`src/rtl/core/itad_pkg.sv`:
```
// Package for the integer to ASCII digits core.
// Holds item types, format codes, sizes, characters and controller interface structs.
package itad_pkg;

    localparam int VALUE_W    = 64;
    localparam int NUM_DIGITS = 20;
    localparam int IDX_W      = $clog2(NUM_DIGITS);
    localparam int CNT_W      = $clog2(VALUE_W);

    localparam logic [IDX_W-1:0] IDX_TOP  = IDX_W'(NUM_DIGITS - 1);
    localparam logic [CNT_W-1:0] CNT_LAST = CNT_W'(VALUE_W - 1);

    localparam logic [1:0] FMT_SDEC = 2'd0;
    localparam logic [1:0] FMT_UDEC = 2'd1;
    localparam logic [1:0] FMT_LHEX = 2'd2;
    localparam logic [1:0] FMT_UHEX = 2'd3;

    localparam logic [7:0] CHAR_ZERO  = 8'h30;
    localparam logic [7:0] CHAR_MINUS = 8'h2D;
    localparam logic [7:0] CHAR_LOW_A = 8'h61;
    localparam logic [7:0] CHAR_UP_A  = 8'h41;
    localparam logic [3:0] RADIX_DEC  = 4'd10;

    typedef struct packed {
        logic [VALUE_W-1:0] value;
        logic [1:0]         format;
    } in_item_t;

    typedef struct packed {
        logic [7:0] character;
        logic       last;
    } out_item_t;

    typedef struct packed {
        logic load;
        logic dabble;
        logic skip;
        logic emit_sign;
        logic emit_digit;
    } itad_cmd_t;

    typedef struct packed {
        logic is_hex;
        logic conv_last;
        logic idx_zero;
        logic digit_zero;
        logic neg;
        logic out_free;
    } itad_status_t;

endpackage

```
`src/rtl/core/integer_to_ascii_digits_core.sv`:
```
// Top level of the integer to ASCII digits core.
// Joins itad_ctrl and itad_dpath; depends on itad_pkg.
//
// An input item carries a 64-bit value and a 2-bit format code: signed decimal
// of the low 32 bits, unsigned decimal of all 64 bits, lowercase hex or
// uppercase hex. The block returns the text one character per output item,
// most significant first, with last set on the final character.
// Both channels use valid and ready; one item is taken at a time.
// Decimal formats run a shift-add-3 loop, one value bit per cycle; hex
// formats pass through it without shifting. A leading-zero digit pass then
// drops suppressed digits, and characters leave one per cycle through the
// output register while the receiver is ready.
// in_ready is high only while no item is being converted; it rises again
// as the final character enters the output register.
// If the receiver stalls, the output register holds its character and the
// block waits. Reset clears the controller and the output valid flag.
module integer_to_ascii_digits_core (
    input  logic                clk,
    input  logic                rst_n,
    input  logic                in_valid,
    output logic                in_ready,
    input  itad_pkg::in_item_t  in_data,
    output logic                out_valid,
    input  logic                out_ready,
    output itad_pkg::out_item_t out_data
);
    import itad_pkg::*;

    itad_cmd_t    cmd;
    itad_status_t status;

    itad_ctrl u_ctrl (
        .clk      (clk),
        .rst_n    (rst_n),
        .in_valid (in_valid),
        .in_ready (in_ready),
        .status   (status),
        .cmd      (cmd)
    );

    itad_dpath u_dpath (
        .clk       (clk),
        .rst_n     (rst_n),
        .in_data   (in_data),
        .cmd       (cmd),
        .status    (status),
        .out_valid (out_valid),
        .out_ready (out_ready),
        .out_data  (out_data)
    );

endmodule

```
`src/rtl/core/itad_ctrl.sv`:
```
// Controller state machine of the integer to ASCII digits core.
// Depends on itad_pkg for the command and status structs.
module itad_ctrl (
    input  logic                  clk,
    input  logic                  rst_n,
    input  logic                  in_valid,
    output logic                  in_ready,
    input  itad_pkg::itad_status_t status,
    output itad_pkg::itad_cmd_t    cmd
);
    import itad_pkg::*;

    typedef enum logic [4:0] {
        ST_IDLE    = 5'b00001,
        ST_CONVERT = 5'b00010,
        ST_SKIP    = 5'b00100,
        ST_SIGN    = 5'b01000,
        ST_EMIT    = 5'b10000
    } state_t;

    state_t state_reg;
    state_t state_next;

    always_ff @(posedge clk or negedge rst_n)
    begin
        if (!rst_n)
        begin
            state_reg <= ST_IDLE;
        end
        else
        begin
            state_reg <= state_next;
        end
    end

    assign in_ready = (state_reg == ST_IDLE);

    always_comb
    begin
        state_next = state_reg;
        cmd        = '0;
        unique case (state_reg)
            ST_IDLE:
            begin
                if (in_valid)
                begin
                    cmd.load   = 1'b1;
                    state_next = ST_CONVERT;
                end
            end
            ST_CONVERT:
            begin
                if (status.is_hex)
                begin
                    state_next = ST_SKIP;
                end
                else
                begin
                    cmd.dabble = 1'b1;
                    if (status.conv_last)
                    begin
                        state_next = ST_SKIP;
                    end
                end
            end
            ST_SKIP:
            begin
                if (status.digit_zero && !status.idx_zero)
                begin
                    cmd.skip = 1'b1;
                end
                else if (status.neg)
                begin
                    state_next = ST_SIGN;
                end
                else
                begin
                    state_next = ST_EMIT;
                end
            end
            ST_SIGN:
            begin
                if (status.out_free)
                begin
                    cmd.emit_sign = 1'b1;
                    state_next    = ST_EMIT;
                end
            end
            ST_EMIT:
            begin
                if (status.out_free)
                begin
                    cmd.emit_digit = 1'b1;
                    if (status.idx_zero)
                    begin
                        state_next = ST_IDLE;
                    end
                end
            end
            default:
            begin
                state_next = ST_IDLE;
            end
        endcase
    end

endmodule

```
`src/rtl/core/itad_dpath.sv`:
```
// Datapath of the integer to ASCII digits core: shift-add-3 digit register,
// digit pointer and output register. Depends on itad_pkg.
module itad_dpath (
    input  logic                   clk,
    input  logic                   rst_n,
    input  itad_pkg::in_item_t     in_data,
    input  itad_pkg::itad_cmd_t    cmd,
    output itad_pkg::itad_status_t status,
    output logic                   out_valid,
    input  logic                   out_ready,
    output itad_pkg::out_item_t    out_data
);
    import itad_pkg::*;

    logic [NUM_DIGITS-1:0][3:0] digits_reg, digits_next;
    logic [VALUE_W-1:0]         bin_reg, bin_next;
    logic [CNT_W-1:0]           cnt_reg, cnt_next;
    logic [IDX_W-1:0]           idx_reg, idx_next;
    logic                       neg_reg, neg_next;
    logic                       hex_reg, hex_next;
    logic                       upper_reg, upper_next;
    logic                       out_valid_reg, out_valid_next;
    out_item_t                  out_data_reg, out_data_next;

    logic [NUM_DIGITS-1:0][3:0] adj;
    logic [4*NUM_DIGITS-1:0]    adj_flat;
    logic [31:0]                low;
    logic [31:0]                mag32;
    logic                       load_neg;
    logic [3:0]                 cur_digit;
    logic [7:0]                 cur_char;
    logic                       out_free;

    always_comb
    begin
        for (int i = 0; i < NUM_DIGITS; i++)
        begin
            adj[i] = (digits_reg[i] >= 4'd5) ? (digits_reg[i] + 4'd3) : digits_reg[i];
        end
        adj_flat = adj;
    end

    assign low      = in_data.value[31:0];
    assign load_neg = (in_data.format == FMT_SDEC) && low[31];
    assign mag32    = load_neg ? (32'd0 - low) : low;

    assign cur_digit = digits_reg[idx_reg];
    assign out_free  = !out_valid_reg || out_ready;

    always_comb
    begin
        if (cur_digit < RADIX_DEC)
        begin
            cur_char = CHAR_ZERO + {4'd0, cur_digit};
        end
        else
        begin
            cur_char = (upper_reg ? CHAR_UP_A : CHAR_LOW_A) + {4'd0, cur_digit - RADIX_DEC};
        end
    end

    always_comb
    begin
        digits_next    = digits_reg;
        bin_next       = bin_reg;
        cnt_next       = cnt_reg;
        idx_next       = idx_reg;
        neg_next       = neg_reg;
        hex_next       = hex_reg;
        upper_next     = upper_reg;
        out_valid_next = out_valid_reg;
        out_data_next  = out_data_reg;

        if (out_valid_reg && out_ready)
        begin
            out_valid_next = 1'b0;
        end

        if (cmd.load)
        begin
            hex_next   = in_data.format[1];
            upper_next = (in_data.format == FMT_UHEX);
            neg_next   = load_neg;
            cnt_next   = '0;
            idx_next   = IDX_TOP;
            if (in_data.format[1])
            begin
                digits_next = {{(4*NUM_DIGITS-VALUE_W){1'b0}}, in_data.value};
            end
            else
            begin
                digits_next = '0;
            end
            if (in_data.format == FMT_UDEC)
            begin
                bin_next = in_data.value;
            end
            else
            begin
                bin_next = {{(VALUE_W-32){1'b0}}, mag32};
            end
        end

        if (cmd.dabble)
        begin
            digits_next = {adj_flat[4*NUM_DIGITS-2:0], bin_reg[VALUE_W-1]};
            bin_next    = {bin_reg[VALUE_W-2:0], 1'b0};
            cnt_next    = cnt_reg + 1'b1;
        end

        if (cmd.skip)
        begin
            idx_next = idx_reg - 1'b1;
        end

        if (cmd.emit_sign)
        begin
            out_valid_next          = 1'b1;
            out_data_next.character = CHAR_MINUS;
            out_data_next.last      = 1'b0;
        end

        if (cmd.emit_digit)
        begin
            out_valid_next          = 1'b1;
            out_data_next.character = cur_char;
            out_data_next.last      = (idx_reg == '0);
            if (idx_reg != '0)
            begin
                idx_next = idx_reg - 1'b1;
            end
        end
    end

    always_ff @(posedge clk or negedge rst_n)
    begin
        if (!rst_n)
        begin
            out_valid_reg <= 1'b0;
        end
        else
        begin
            out_valid_reg <= out_valid_next;
        end
    end

    always_ff @(posedge clk)
    begin
        digits_reg   <= digits_next;
        bin_reg      <= bin_next;
        cnt_reg      <= cnt_next;
        idx_reg      <= idx_next;
        neg_reg      <= neg_next;
        hex_reg      <= hex_next;
        upper_reg    <= upper_next;
        out_data_reg <= out_data_next;
    end

    assign status.is_hex     = hex_reg;
    assign status.conv_last  = (cnt_reg == CNT_LAST);
    assign status.idx_zero   = (idx_reg == '0);
    assign status.digit_zero = (cur_digit == 4'd0);
    assign status.neg        = neg_reg;
    assign status.out_free   = out_free;

    assign out_valid = out_valid_reg;
    assign out_data  = out_data_reg;

endmodule

```
`config.mk`:
```
export PLATFORM = sky130hd
export DESIGN_NAME = integer_to_ascii_digits_core
export DESIGN_NICKNAME = d
export VERILOG_FILES = /design/src/rtl/core/itad_pkg.sv /design/src/rtl/core/integer_to_ascii_digits_core.sv /design/src/rtl/core/itad_ctrl.sv /design/src/rtl/core/itad_dpath.sv
export SDC_FILE = /design/constraint.sdc
export NUM_CORES = 1
export LEC_CHECK = 0
export BUFFER_PORTS_ARGS = -buffer_cell sky130_fd_sc_hd__buf_2
export CORE_ASPECT_RATIO = 1.5
export CORE_MARGIN = 1
export CORE_UTILIZATION = 55
export CTS_CLUSTER_SIZE = 12
export DETAILED_ROUTE_END_ITERATION = 12
export PLACE_DENSITY = 0.74
export SYNTH_ARGS = -nofsm -noshare
export SYNTH_HDL_FRONTEND = slang
export SYNTH_SLANG_ARGS = --single-unit
export TNS_END_PERCENT = 20
```
`constraint.sdc`:
```
create_clock -name clk -period 13.4 [get_ports clk]
set_input_delay 2.01 -clock clk [delete_from_list [all_inputs] [get_ports clk]]
set_output_delay 2.01 -clock clk [all_outputs]
set_load 0.005 [all_outputs]
```
# ---- Word level (Yosys, flattened, before mapping)
# Index checks and enable logic that the tools add are counted.
dict set report classes {
  n_addsub 26
  order_cmp 22
  eq_ne 14
  n_mux 60
  n_reduce_logical 14
}
# operator n
set ops {}
lappend ops {{$mux W64} 4}
lappend ops {{$mux W80} 2}
lappend ops {{$ge A4 B3 Y1 const B} 20}
lappend ops {{$mux W4} 20}
lappend ops {{$add A4 B2 Y4 const B} 19}
lappend ops {{$mux W5} 12}
lappend ops {{$mux W32} 1}
lappend ops {{$sub A1 B32 Y32 const A} 1}
lappend ops {{$pmux W5 S5} 1}
lappend ops {{$bmux W4 S5} 1}
lappend ops {{$mux W6} 3}
lappend ops {{$mux W9} 2}
lappend ops {{$mux W1} 12}
lappend ops {{$add A8 B4 Y8} 1}
lappend ops {{$mux W8} 1}
lappend ops {{$add A6 B4 Y7 const A} 1}
lappend ops {{$add A6 B1 Y6 const B} 1}
lappend ops {{$eq A6 B6 Y1 const B} 1}
lappend ops {{$lt A5 B6 Y1 const B} 1}
lappend ops {{$ne A2 B1 Y1 const B} 3}
lappend ops {{$reduce_and A6 Y1} 1}
lappend ops {{$eq A5 B1 Y1 const B} 1}
lappend ops {{$eq A5 B2 Y1 const B} 1}
lappend ops {{$eq A5 B3 Y1 const B} 1}
lappend ops {{other kinds (20)} 25}
dict set report word_totals {
  regBits 173
  input_bits 70
  out_inout_bits 11
}

# ---- Logic depth before layout (Yosys ltp)
# Gate-level depths: netlist of the first run.
dict set report logic_depth {
  depth_word 9
  mapped_depth 12
  depth_no_buf 9
}

# ---- Hierarchy
# Synthesis of the first run repeated with hierarchy kept, for this count alone.
dict set report unflattened {
  hier_cells 1007
  hier_area_um2 10423.7
}
# mod instances cells_per_inst area_each_um2 seq_area_each_um2
set by_module_without_submodules {}
lappend by_module_without_submodules {itad_dpath 1 963 10053.4 4949.7}
lappend by_module_without_submodules {itad_ctrl 1 44 370.4 126.4}

# ---- Worst setup path after synthesis of the first run
# OpenSTA, ideal clock, no wires.
dict set report synth_timing {
  kind {input to register}
  from {input in_valid}
  to {register u_dpath.bin_reg[10] (enable)}
  setup_ns 1.246
  arrival_time_ns 4.814
  path_slack_ns 7.340
  stages 3
  path_buffers 1
  cell_sequence {nand2_1 clkbuf_1 nand2_1}
}
dict set report synth_via {
  elab_chain_len 3
}
# element line
set synth_lines {}
lappend synth_lines {{start: declaration} integer_to_ascii_digits_core.sv:20} ;# input logic in_valid,
lappend synth_lines {{$mux W1} itad_ctrl.sv:45} ;# if (in_valid)
lappend synth_lines {{$mux W1} itad_ctrl.sv:42} ;# unique case (state_reg)
lappend synth_lines {{$reduce_bool A2 Y1 (no line)} -}
lappend synth_lines {{end signal: assignment} itad_dpath.sv:150} ;# bin_reg <= bin_next;
lappend synth_lines {{end: declaration} itad_dpath.sv:16} ;# logic [VALUE_W-1:0] bin_reg, bin_next;
# Every way passes these cells.
# A chain may end at the register's enable or synchronous reset.

# ---- Worst setup path in the final report of the first run
dict set report layout_timing {
  from {input in_valid}
  to {register u_dpath.digits_reg[16] (netlist name) (enable)}
}
dict set report layout_via {
  elab_chain_len 3
}
# element line
set layout_lines {}
lappend layout_lines {{$mux W1} itad_ctrl.sv:45}
lappend layout_lines {{$mux W1} itad_ctrl.sv:42}
lappend layout_lines {{$reduce_bool A2 Y1 (no line)} -}
lappend layout_lines {{end signal: assignment} itad_dpath.sv:149} ;# digits_reg <= digits_next;
lappend layout_lines {{end: declaration} itad_dpath.sv:15} ;# logic [NUM_DIGITS-1:0][3:0] digits_reg, digits_next;
# Every way passes these cells.

==> results summary, run 1 <==
The run finished with clean final reports. Sorting the synthesized cells by how often they occur yields sky130_fd_sc_hd__edfxtp_1, sky130_fd_sc_hd__o21ai_0, sky130_fd_sc_hd__a21oi_1. Across the run, the number of max-cap violations was 0. Sequential cells were found to cover between 40% and 50% of the synthesized design area. The mean instance size in the synthesized netlist came out at 10.0 um2.

The number of global-route vias before repair came out at just under 8000. The sum of negative setup slack is 0 ps. At the pin with the least slew margin, the transition time is roughly 1200 ps. Routability-driven placement finished with a final weighted congestion of 0.845. Compared with the post-synthesis result, the final layout area differs by 11.0%. The layout net count came out at 1222. The H-tree generated during clock tree synthesis spans 4 levels. The share of synthesized area in the top cell type comes to 45.5%. The core area came out at around 19000 um2.

After clock tree synthesis, the repair step resized 0 gates. For this design the total switching power over the nets is ~830 uW. In this run, the number of DRC markers left after iteration 0 of detailed routing was 515.

The routed wire length came out at around 23000 um. The footprint of the flip-flops and latches is 5080 um2. The register with the most flip-flops in the layout has 80 of them.

The share of total power dissipated in combinational logic is approximately 34%. The worst setup path is of the in -> reg kind. The number of hold-repair buffers added at the cts stage is 0. The largest fanout on the critical path is 85. Synthesis inferred 172 register bits. The total overflow reported by the global router came out at 0. The arrival time of data at the critical path endpoint is around 4100 ps.

Port buffering added just under 80 buffers. The detailed placement HPWL came out at ~16000 um. The portion of total power attributed to the clock network is 22.8%.

The max-slew violation total from the final report came out at 0. Entering global routing, the biggest net connects 106 pins. The full die area is around 20000 um2. The final hold violation count came to 0. The worst setup path is captured at a register. The cell-internal power came out at ~1.4 mW. The clock passes through at most 2 buffers. The largest total area in the synthesized netlist belongs to sky130_fd_sc_hd__edfxtp_1. The worst hold path belongs to the class reg -> reg.

The floorplan die width is ~120 um. The share of the cycle needed by the critical path after routing came out at about 30%. The total area of multi-input combinational cells is 5060 um2. The post-route netlist has about an eighth of its cells at a drive strength greater than 1. The number of flops mapped to enable cells by yosys is 160.

The share of total power dissipated in sequential elements is 43.6%. The leakage component of the power came out at approximately 4.5 nW. During synthesis, Yosys emitted a total of 0 warnings. The number of instances in the synthesized netlist is 1054. STA classifies the critical path startpoint as a primary input. The final routed DRC violation total came out at 0. The final setup skew is about 12 ps. Setup repair after global routing left no endpoint under its margin.

The final antenna-violating net count is 0. The post-CTS repair timing setup buffer count came out at 0. The first detailed-routing pass took 5 iterations. The routed via count divided by cell count came out at just under 6. The post-route minimum period is about 4100 ps. The proportion of synthesized flip-flops having asynchronous set or reset is under 10%.

The repair_antennas step left the layout with diodes totalling 0. The worst-case IR drop observed on VDD is about 0.00014 V. After synthesis, the cell types taking the most area are sky130_fd_sc_hd__edfxtp_1, sky130_fd_sc_hd__ha_1, sky130_fd_sc_hd__o21ai_0, sky130_fd_sc_hd__a21oi_1, sky130_fd_sc_hd__nand3_1.

The vertical die dimension is ~170 um. Among all flip-flop cells after synthesis, the most frequent one is sky130_fd_sc_hd__edfxtp_1. The netlist area before placement came out at 10600 um2. The number of vias in the routed layout came out at approximately 8100.

After synthesis, the netlist uses between 60 and 70 different library cells. The most common cell in the synthesized netlist is sky130_fd_sc_hd__edfxtp_1. Static timing analysis puts the maximum clock frequency at between 0.2 and 0.25 GHz. The initial standard-cell utilization of the core is 56.5%. Dividing total power by cell area gives a power density of 193 nW/um2. The number of nets produced by synthesis is 1171. The final count of negative-setup-slack endpoints came out at 0.

The layout has about 1500 filler cells. The required time of the worst setup path is around 13000 ps. The number of sinks on the clock net came out at about 170. The clock root buffer master is sky130_fd_sc_hd__clkbuf_16. The power consumption came out at 2.26 mW.

The worst-case headroom to the max-slew limit is between 20% and 30%. The clock transition at the registers of the reported paths is 70 ps. The number of antenna violations at the first check in global routing came to 0. The switching share of total power came out at 36.5%. The number of placement rows is 61. The source-to-sink clock delay at the later pin of the worst-skew pair came out at between 400 and 500 ps. TritonCTS built the clock tree. The global routing usage summed across all routing layers is 24.4%.

The average wire length per cell after detail routing is around 17 um. The number of primary I/O pins came out at 81. The number of buffers inserted during clock tree synthesis is 17. The global-route wire length before repair is ~37000 um.
## worst max-delay path: stages
cell and delay [ps]:
sky130_fd_sc_hd__buf_2 100, sky130_fd_sc_hd__nand2_1 50, sky130_fd_sc_hd__buf_4 260, sky130_fd_sc_hd__nand2_4 860
sky130_fd_sc_hd__buf_4 820
## layer usage
metal | vias to the layer above | GRT usage [%] | wire [um]
li1 | 3956 | - | -
met1 | 3857 | 30.6 | 10100
met2 | 220 | 41.2 | 11300
met3 | 60 | 4.12 | 852
met4 | 0 | 11.1 | 759
met5 | - | 0 | 0
## cells in the final DEF, fill, tap and decap left out, drive strengths merged, types with 2 or more instances in the layout
master | synthesis | final
a211oi | 2 | 2
o211ai | 4 | 4
nor2b | 22 | 22
ha | 47 | 47
nand2b | 14 | 14
clkbuf | 25 | 17
dfrtp | 5 | 5
buf | 29 | 86
inv | 56 | 63
o21ai | 124 | 124
a21o | 3 | 3
mux2 | 2 | 2
or4b | 2 | 2
and2 | 8 | 8
nand3 | 78 | 78
nand4 | 2 | 2
o41ai | 4 | 4
edfxtp | 160 | 160
o31ai | 7 | 7
nor3 | 19 | 19
nor2 | 79 | 79
xnor2 | 39 | 39
or4 | 5 | 5
nor4 | 5 | 5
dfxtp | 6 | 6
nor3b | 29 | 29
a22o | 32 | 32
bufinv | 0 | 3
xor2 | 20 | 20
a21oi | 87 | 87
clkinv | 0 | 3
mux4 | 6 | 6
a31oi | 7 | 7
or3 | 4 | 4
a22oi | 9 | 9
nand2 | 69 | 69
mux2i | 29 | 29
and3 | 3 | 3
## metrics by stage
stage / cells / hold slack, ps / cell area, um2 / util, % / setup WS (ps)
2_1_floorplan: 1054 / 444 / 10600 / - / 7340
3_3_place_gp: 1338 / 467 / 11100 / 59.4 / 8820
3_5_place_dp: 1338 / 480 / 11100 / 59.4 / 8790
4_1_cts: 1369 / 497 / 11700 / 62.7 / 9280
5_1_grt: 1369 / 533 / 11700 / 62.7 / 9140
6_report: 1369 / 490 / 11700 / 62.7 / 9340
## layout make-up
cell class	count	area share [%]
clock buffers	17	3.63
clock inverters	14	1.55
inverters	56	1.79
multi-input cells	772	43.2
flip-flops and latches	172	43.3
well taps	252	2.69
repair buffers	86	3.82
## final timing paths
kind,start,end,slack [ps],cells past startpoint
setup / recovery,in_valid,u_dpath.digits_reg[16],9340,5
hold / removal,u_dpath.bin_reg[0],u_dpath.bin_reg[0],490,2
setup reg to reg,u_dpath.idx_reg[0],u_ctrl.state_reg[4],9730,10
hold reg to reg,u_dpath.bin_reg[0],u_dpath.bin_reg[0],490,2
max in group asynchronous,rst_n,u_ctrl.state_reg[0],11790,1
min in group asynchronous,rst_n,u_dpath.out_valid,1390,1
## cells by family after synthesis
logic type,synth area share [%]
buf+inv,4.19
flops,48.1
other cells,0.0355
compound gates,16.3
simple gates,16.7
fa+ha+maj,5.57
xor+xnor,4.89
mux,4.24
## power by group through the flow
stage	Clock [mW]	Combinational, mW	Sequential [mW]
6_report	0.516	0.760	0.985
2_1_floorplan	0	0.609	0.959
3_5_place_dp	0	0.759	0.991
4_1_cts	0.523	0.764	0.982
3_3_place_gp	0	0.738	0.985
5_1_grt	0.542	0.857	1.01
(Power assumes the default switching activity.)
==> run 2, diff against run 1 <==
--- a/config.mk
+++ b/config.mk
@@ -11,7 +11,7 @@
 export CORE_UTILIZATION = 55
 export CTS_CLUSTER_SIZE = 12
 export DETAILED_ROUTE_END_ITERATION = 12
-export PLACE_DENSITY = 0.74
+export PLACE_DENSITY = 0.77
 export SYNTH_ARGS = -nofsm -noshare
 export SYNTH_HDL_FRONTEND = slang
 export SYNTH_SLANG_ARGS = --single-unit
==> constraint.sdc (replaced) <==
create_clock -name clk -period 3.4 [get_ports clk]
set_input_delay 0.51 -clock clk [delete_from_list [all_inputs] [get_ports clk]]
set_output_delay 0.51 -clock clk [all_outputs]
set_load 0.005 [all_outputs]
==> results summary, run 2 (synthesis gave the netlist of run 1 again) <==
The final setup skew came out at 12.6 ps (+0.841 ps). The worst-case headroom to the max-slew limit came to 44.1% (+21 points). The post-CTS repair timing setup buffer count came out at 0 (unchanged). The run finished with clean final reports.

The leakage component of the power came out at 4.56 nW (+1.0%). The max-capacitance violation count was 0 (unchanged). The cell sitting at the root of the clock tree is a sky130_fd_sc_hd__clkbuf_16. The final core utilization is 63.3% (+0.57 points).

The worst hold path begins at in_valid. The antenna diode count came out at 0 (unchanged). The highest clock frequency the design can meet came out at ~0.32 GHz. The number of buffers inserted during clock tree synthesis is 17 (unchanged). The routed wire length came out at 23300 um (+1.3%). The filler cell count in the final layout is 1535 (-0.90%). The logic depth of the worst register-to-register path came to 9 (-1).

The pre-CTS worst setup slack is 334 ps (-8460 ps). The vertical die dimension was 172 um (unchanged). The level count of the clock H-tree came out at 4 (unchanged). The top cell types in the final layout, fill and taps aside, are sky130_fd_sc_hd__edfxtp_1, sky130_fd_sc_hd__o21ai_0, sky130_fd_sc_hd__a21oi_1. The required time of the worst setup path is 3710 ps (-9750 ps). The end of the worst register-to-register path is u_ctrl.state_reg[4]. The largest buffer count on any clock path is 2 (unchanged). The arrival time of data at the critical path endpoint is 3410 ps (-720 ps).

The peak supply drop came out at 0.000476 V (+240%). The switching share of total power is 36.8% (+0.22 points). The worst setup path is launched from a register.

The total overflow reported by the global router was 0 (unchanged). The number of design-rule violations left by the first detailed-router iteration came out at 577 (+12%). The number of iterations in the first detailed-routing pass came out at 7 (+2).

The clock transition at the registers of the reported paths is 70 ps (about the same). The worst setup path is captured at a register. The final count of negative-setup-slack endpoints is 0 (unchanged). The number of placement rows came out at 61 (unchanged). The final routed DRC violation total was 0 (unchanged). The final antenna-violating net count came to 0 (unchanged). The worst setup path is of the reg -> reg kind. The number of vias in the routed layout is 8086 (-0.086%). The global routing usage summed across all routing layers is 24.7% (+0.25 points). The number of global-route vias before repair was 7842 (+1.7%). The routed via count divided by cell count came out at 5.87 (-0.67%).

The core area came out at 18700 um2 (unchanged). The library cell used most frequently in the layout, excluding fill and tap cells, is sky130_fd_sc_hd__edfxtp_1. The max-slew violation total from the final report was 0 (unchanged).

The logic gate share of total power came to 35.6% (+2.0 points). The net switching power of the design came out at 3.28 mW (+300%). For hold timing, the worst endpoint is u_ctrl.state_reg[0]. The number of primary I/O pins is 81 (unchanged). The full die area came out at 19800 um2 (unchanged).

Setup repair after global routing left no endpoint under its margin. The ratio of cells with drive above 1 in the final layout came out at 13.4% (+0.26 points). The final hold violation count came to 0 (unchanged). The portion of total power attributed to the clock network came to 21.7% (-1.1 points). The sum of negative setup slack came out at 0 ps (unchanged).

The initial standard-cell utilization of the core came to 56.5% (unchanged). The layout net count came out at 1229 (+0.57%). The average wire length per cell after detail routing is 16.9 um (+0.67%). The number of buffers added on ports is 79 (unchanged). The source-to-sink clock delay at the later pin of the worst-skew pair is 440 ps (about the same). The detailed placement HPWL came out at 16100 um (+1.8%). The share of the cycle needed by the critical path after routing came out at about nine tenths. The global placer's final weighted congestion is 0.886 (+4.9%). The largest fanout on the critical path came out at 9 (-89%).

The power share of the sequential group is 42.7% (-0.9 points). The startpoint identified for the worst register-to-register timing path is u_dpath.idx_reg[1]. The worst-case register-to-register setup slack came to 310 ps (-9420 ps).

The path class of the tightest hold or removal check is in -> reg. The number of flip-flops under the largest register name was 80 (unchanged). The maximum number of pins on one net before global-route repair came out at 88 (-17%). The actual transition at the worst max-transition pin came to 836 ps (-314 ps).

The power density over the cells came out at 755 nW/um2 (+290%). From synthesis to final layout, the design area changed by 12.0%. The instance count along the most critical hold path came out at 2 (unchanged). The number of antenna violations at the first check in global routing is 0 (unchanged). The post-route minimum period came out at about 3100 ps. The cell-internal power came to 5.65 mW (+290%). The number of sinks on the clock net came out at 172 (unchanged). The CTS tree is built. The global-route wire length before repair is 38100 um (+2.0%). The floorplan die width is 115 um (unchanged). The final critical-path setup slack came out at 308 ps (-9030 ps).
run 2: area by class of cell:
| cell class | count | area (um2) | share of cell area, % |
|---|---|---|---|
| clock buffers | 19 | 433 | 3.66 |
| clock inverters | 13 | 139 | 1.17 |
| inverters | 56 | 210 | 1.78 |
| multi-input cells | 772 | 5080 | 42.9 |
| flip-flops and latches | 172 | 5080 | 42.9 |
| well taps | 252 | 315 | 2.67 |
| repair buffers | 93 | 578 | 4.89 |
run 2: per-stage QoR:
stage / total power [mW] / instance area (um2) / hold slack (ps) / instances
after floorplan: 6.09 / 10600 / 214 / 1054
after global placement: 6.89 / 11200 / 347 / 1344
after detailed placement: 7.00 / 11200 / 349 / 1344
after CTS: 8.97 / 11800 / 269 / 1377
after global routing: 9.49 / 11800 / 307 / 1377
final: 8.93 / 11800 / 288 / 1377
run 2: worst max-delay path by stage:
| stage | start | to | slack (ps) | depth (start not counted) |
|---|---|---|---|---|
| final | u_dpath.idx_reg[1] | u_ctrl.state_reg[4] | 310 | 9 |
| after global placement | u_dpath.idx_reg[1] | u_ctrl.state_reg[4] | 400 | 9 |
| after detailed placement | u_dpath.idx_reg[1] | u_ctrl.state_reg[4] | 330 | 9 |
| after CTS | u_dpath.idx_reg[1] | u_ctrl.state_reg[4] | 290 | 9 |
| after floorplan | u_ctrl.state_reg[3] | u_dpath.bin_reg[10] | 240 | 8 |
| after global routing | u_dpath.idx_reg[1] | u_ctrl.state_reg[4] | 100 | 9 |
run 2: repair_timing:
item	4_1_cts	5_1_grt
hold buffers	1	0
setup endpoints to repair	0	1
endpoints found under the hold margin	5	0
resized for setup	0	1
run 2: critical path, cell delays in order (launching register included):
cell	delay (ps)
sky130_fd_sc_hd__dfxtp_1	420
sky130_fd_sc_hd__nor2_1	480
sky130_fd_sc_hd__a22oi_1	200
sky130_fd_sc_hd__a31oi_1	250
sky130_fd_sc_hd__nand2_1	140
sky130_fd_sc_hd__inv_1	120
sky130_fd_sc_hd__ha_1	150
sky130_fd_sc_hd__or4b_1	590
sky130_fd_sc_hd__o31ai_4	260
sky130_fd_sc_hd__mux2_1	350
run 2: routing by layer:
layer	share of wire [%]	track usage, %	vias to the layer above
met5	0	0	-
met1	43	30.7	3859
met2	51	42.5	219
met4	2.3	10.2	0
met3	3.8	3.95	37
li1	-	-	3971
run 2: power groups by stage:
stage / Clock (mW) / Sequential, mW / Combinational [mW]
detailed placement: 0 / 3.84 / 3.15
floorplan: 0 / 3.68 / 2.41
global placement: 0 / 3.82 / 3.07
CTS: 1.96 / 3.81 / 3.20
finish: 1.94 / 3.82 / 3.18
global route: 2.02 / 3.90 / 3.57
==> run 3, diff against run 2 <==
--- a/config.mk
+++ b/config.mk
@@ -5,6 +5,7 @@
 export SDC_FILE = /design/constraint.sdc
 export NUM_CORES = 1
 export LEC_CHECK = 0
+export ABC_AREA = 1
 export BUFFER_PORTS_ARGS = -buffer_cell sky130_fd_sc_hd__buf_2
 export CORE_ASPECT_RATIO = 1.5
 export CORE_MARGIN = 1
==> constraint.sdc (replaced) <==
create_clock -name clk -period 2.6 [get_ports clk]
set_input_delay 0.39 -clock clk [delete_from_list [all_inputs] [get_ports clk]]
set_output_delay 0.39 -clock clk [all_outputs]
set_load 0.005 [all_outputs]
==> results summary, run 3 <==
The global placer's final weighted congestion was 0.950 (+7.2%). The number of unique standard cell types used by synthesis was 49 (-23%). The required time of the worst setup path came to 2940 ps (-770 ps).

The number of global-route vias before repair came out at 8907 (+14%). The number of flip-flops under the largest register name came out at 80 (unchanged). The clock transition at the registers of the reported paths came to 70 ps (about the same).

The number of warnings issued by yosys is 0 (unchanged). The sort of element at the start of the critical path is a register. The detailed placement HPWL came to 18700 um (+16%).

The number of antenna violations at the first check in global routing was 0 (unchanged). The post-route minimum period came to 2400 ps (-695 ps). The core area is 19300 um2 (+3.3%). The library cell used most frequently in the layout, excluding fill and tap cells, is sky130_fd_sc_hd__nand2_1.

The final routed DRC violation total came out at 0 (unchanged). Clock tree synthesis selected as its root buffer the cell sky130_fd_sc_hd__clkbuf_16. Of all cell types, the one taking the most synthesized area is sky130_fd_sc_hd__edfxtp_1. The net switching power of the design was 4.83 mW (+47%).

The max-capacitance violation count was 0 (unchanged). The arrival time of data at the critical path endpoint came out at 2740 ps (-670 ps). Sorting the synthesized cells by area gives the leading types as sky130_fd_sc_hd__edfxtp_1, sky130_fd_sc_hd__nand2_1, sky130_fd_sc_hd__inv_1, sky130_fd_sc_hd__o21ai_0, sky130_fd_sc_hd__ha_1.

The synthesis-stage register bit count is 172 (unchanged). In the layout the commonest cells are sky130_fd_sc_hd__nand2_1, sky130_fd_sc_hd__inv_1, sky130_fd_sc_hd__edfxtp_1. Setup repair after global routing left no endpoint under its margin. Walking the worst path, the cells encountered are buf_12 > a21oi_1 > o21ai_0 > nand3_1 > nand3_1 > nand2_1 > a21oi_4 > ha_1 > nand3_1 > inv_1 > nand3_2 > o21ai_2 > nand2_1 > nand2_1 > inv_1. The final setup skew is 7.67 ps (-4.96 ps).

The maximum cell stage delay along the critical path came out at 470 ps (-120 ps). The netlist area before placement is 10900 um2 (+3.6%). TritonCTS built the clock tree. The average wire length per cell after detail routing is 15.3 um (-9.8%). The highest clock frequency the design can meet is 0.417 GHz (+29%). The logic depth of the worst register-to-register path was 15 (+6). The cell-internal power is 7.33 mW (+30%). The total overflow reported by the global router is 0 (unchanged). The actual transition at the worst max-transition pin is 630 ps (-206 ps). The floorplan die width was 117 um (+1.8%). By count the netlist is led by sky130_fd_sc_hd__nand2_1, sky130_fd_sc_hd__inv_1, sky130_fd_sc_hd__edfxtp_1.

The sequential element share of the synthesized area is 46.4% (-1.7 points). The share of the synthesized area in the top cell type is 43.9% (-1.6 points). The leakage component of the power came to 5.45 nW (+20%). The full die area was 20500 um2 (+3.6%). The worst-case headroom to the max-slew limit is 57.9% (+14 points). The global routing usage summed across all routing layers came to 26.5% (+1.8 points). The power share of the sequential group was 40.5% (-2.2 points). The proportion of synthesized flip-flops having asynchronous set or reset came out at 3.49% (unchanged). The number of nets produced by synthesis was 1425 (+22%). The number of iterations in the first detailed-routing pass is 5 (-2). The layout net count was 1513 (+23%). The cell with the most instances after synthesis is sky130_fd_sc_hd__nand2_1. The number of instances in the synthesized netlist is 1308 (+24%). The number of primary I/O pins was 81 (unchanged). The worst setup path is of the reg -> reg kind. The antenna diode count is 0 (unchanged). The total area of multi-input combinational cells came out at 4810 um2 (-5.3%). Among all stages on the critical path, the largest delay is contributed by sky130_fd_sc_hd__dfxtp_2. The routed via count divided by cell count was 5.56 (-5.4%). The tightest hold margin came out at 140 ps (-148 ps). From synthesis to final layout, the design area changed by 13.0%.

The routed wire length came out at 25400 um (+9.1%). The filler cell count in the final layout is 1623 (+5.7%). The final hold violation count was 0 (unchanged). The number of buffers inserted during clock tree synthesis was 17 (unchanged).

The final antenna-violating net count is 0 (unchanged). The number of buffers added on ports came out at 79 (unchanged). The ratio of cells with drive above 1 in the final layout is 14.5% (+1.1 points).

The final count of negative-setup-slack endpoints is 0 (unchanged). The mean instance size in the synthesized netlist came out at 8.37 um2 (-16%). The share of the cycle needed by the critical path after routing came out at 92.2% (+1.2 points). The global-route wire length before repair is 42000 um (+10%). The sum of negative setup slack came out at 0 ps (unchanged). The path class of the tightest hold or removal check is in -> reg. The source-to-sink clock delay at the later pin of the worst-skew pair came out at 450 ps (about the same). The final core utilization came to 64.0% (+0.77 points). The number of instances resized during post-cts repair came out at 0 (unchanged). The run finished with clean final reports. The post-CTS repair timing setup buffer count came out at 0 (unchanged). The power density over the cells came out at 983 nW/um2 (+30%). STA classifies the critical path endpoint as a register. The vertical die dimension is 175 um (+1.8%). The largest fanout on the critical path came out at 34 (+25). The number of vias in the routed layout is 9250 (+14%). The number of hold-repair buffers added at the cts stage came out at 1 (unchanged). The instance count along the most critical hold path came out at 2 (unchanged).

The switching share of total power came out at 39.7% (+3.0 points). Among all flip-flop cells after synthesis, the most frequent one is sky130_fd_sc_hd__edfxtp_1. The number of sinks on the clock net was 172 (unchanged). The peak supply drop came out at 0.000529 V (+11%). The maximum number of pins on one net before global-route repair came out at 116 (+32%).

The largest buffer count on any clock path is 2 (unchanged). The number of flops mapped to enable cells by yosys is 160 (unchanged). The level count of the clock H-tree came out at 4 (unchanged). The logic gate share of total power is 38.7% (+3.1 points). The number of placement rows came out at 62 (+1.6%).

The number of design-rule violations left by the first detailed-router iteration is 726 (+26%). The initial standard-cell utilization of the core is 56.7% (+0.19 points). The max-slew violation total from the final report came out at 0 (unchanged). The footprint of the flip-flops and latches was 5080 um2 (unchanged).

The portion of total power attributed to the clock network is 20.8% (-0.9 points).
==> run 3: cell count changes in the layout (fill, tap and decap cells not counted), sizes merged, moves of 23 or more <==
cell | before | now
o22ai | 1 | 29
nand2 | 69 | 287
xnor2 | 39 | 1
inv | 61 | 222
mux2i | 29 | 0
a22o | 32 | 9
nand3 | 78 | 54
nand4 | 2 | 27
o21ai | 124 | 147
nor3b | 29 | 3
==> run 3: worst paths after layout <==
path / end / from / slack [ps]
max in group asynchronous: u_ctrl.state_reg[0] / rst_n / 2080
hold / removal: u_dpath.out_valid / out_ready / 140
setup reg to reg: u_dpath.idx_reg[0] / u_dpath.idx_reg[0] / 200
setup / recovery: u_dpath.idx_reg[0] / u_dpath.idx_reg[0] / 200
min in group asynchronous: u_ctrl.state_reg[1] / rst_n / 300
hold reg to reg: u_dpath.bin_reg[0] / u_dpath.bin_reg[0] / 480
==> run 3: final cells by class <==
type                            count  area share (%)
Clock buffer                       19            3.66
Clock inverter                     13            1.07
Inverter                          218            6.62
Multi-Input combinational cell    872            38.9
Sequential cell                   172            41.1
Tap cell                          256            2.59
Timing Repair Buffer              115            6.11
==> run 3: cells by family after synthesis <==
logic type | share of synthesized area [%]
AOI/OAI and AO/OA | 16.9
xor gates and xnor gates | 2.24
adders and majority gates | 5.37
buffers and inverters | 9.90
DFF | 46.4
other | 0.0343
and+or+nand+nor | 19.2
==> run 3: per-stage QoR <==
step | worst slack, ps | power (mW) | cells | area (um2)
finish | 204 | 12.2 | 1665 | 12400
floorplan | 75.3 | 8.27 | 1308 | 11000
CTS | 233 | 12.2 | 1665 | 12400
global placement | 316 | 9.48 | 1632 | 11800
global route | 55.9 | 13.0 | 1665 | 12400
detailed placement | 260 | 9.63 | 1632 | 11800
==> run 3: power by group through the flow <==
stage	clock [mW]	sequential, mW	combinational (mW)
final	2.53	4.92	4.71
after detailed placement	0	4.96	4.68
after floorplan	0	4.79	3.48
after CTS	2.55	4.91	4.71
after global placement	0	4.93	4.54
after global routing	2.65	5.03	5.30
==> run 3: critical path: cells and delay by family (launching register included) <==
kind | cells | cell delay [ps]
AND/OR/NAND/NOR | 7 | 680
AO/OA/AOI/OAI | 4 | 610
flip-flops | 1 | 470
buffers and inverters | 3 | 330
adder cells (fa/ha/maj) | 1 | 190
==> run 3: routing by layer <==
metal	global-route usage (%)	up-vias	wire (um)
met5	0	-	0
met4	10.1	0	591
met3	4.41	43	1030
met2	46.9	233	13400
met1	31.4	4374	10400
li1	-	4600	-
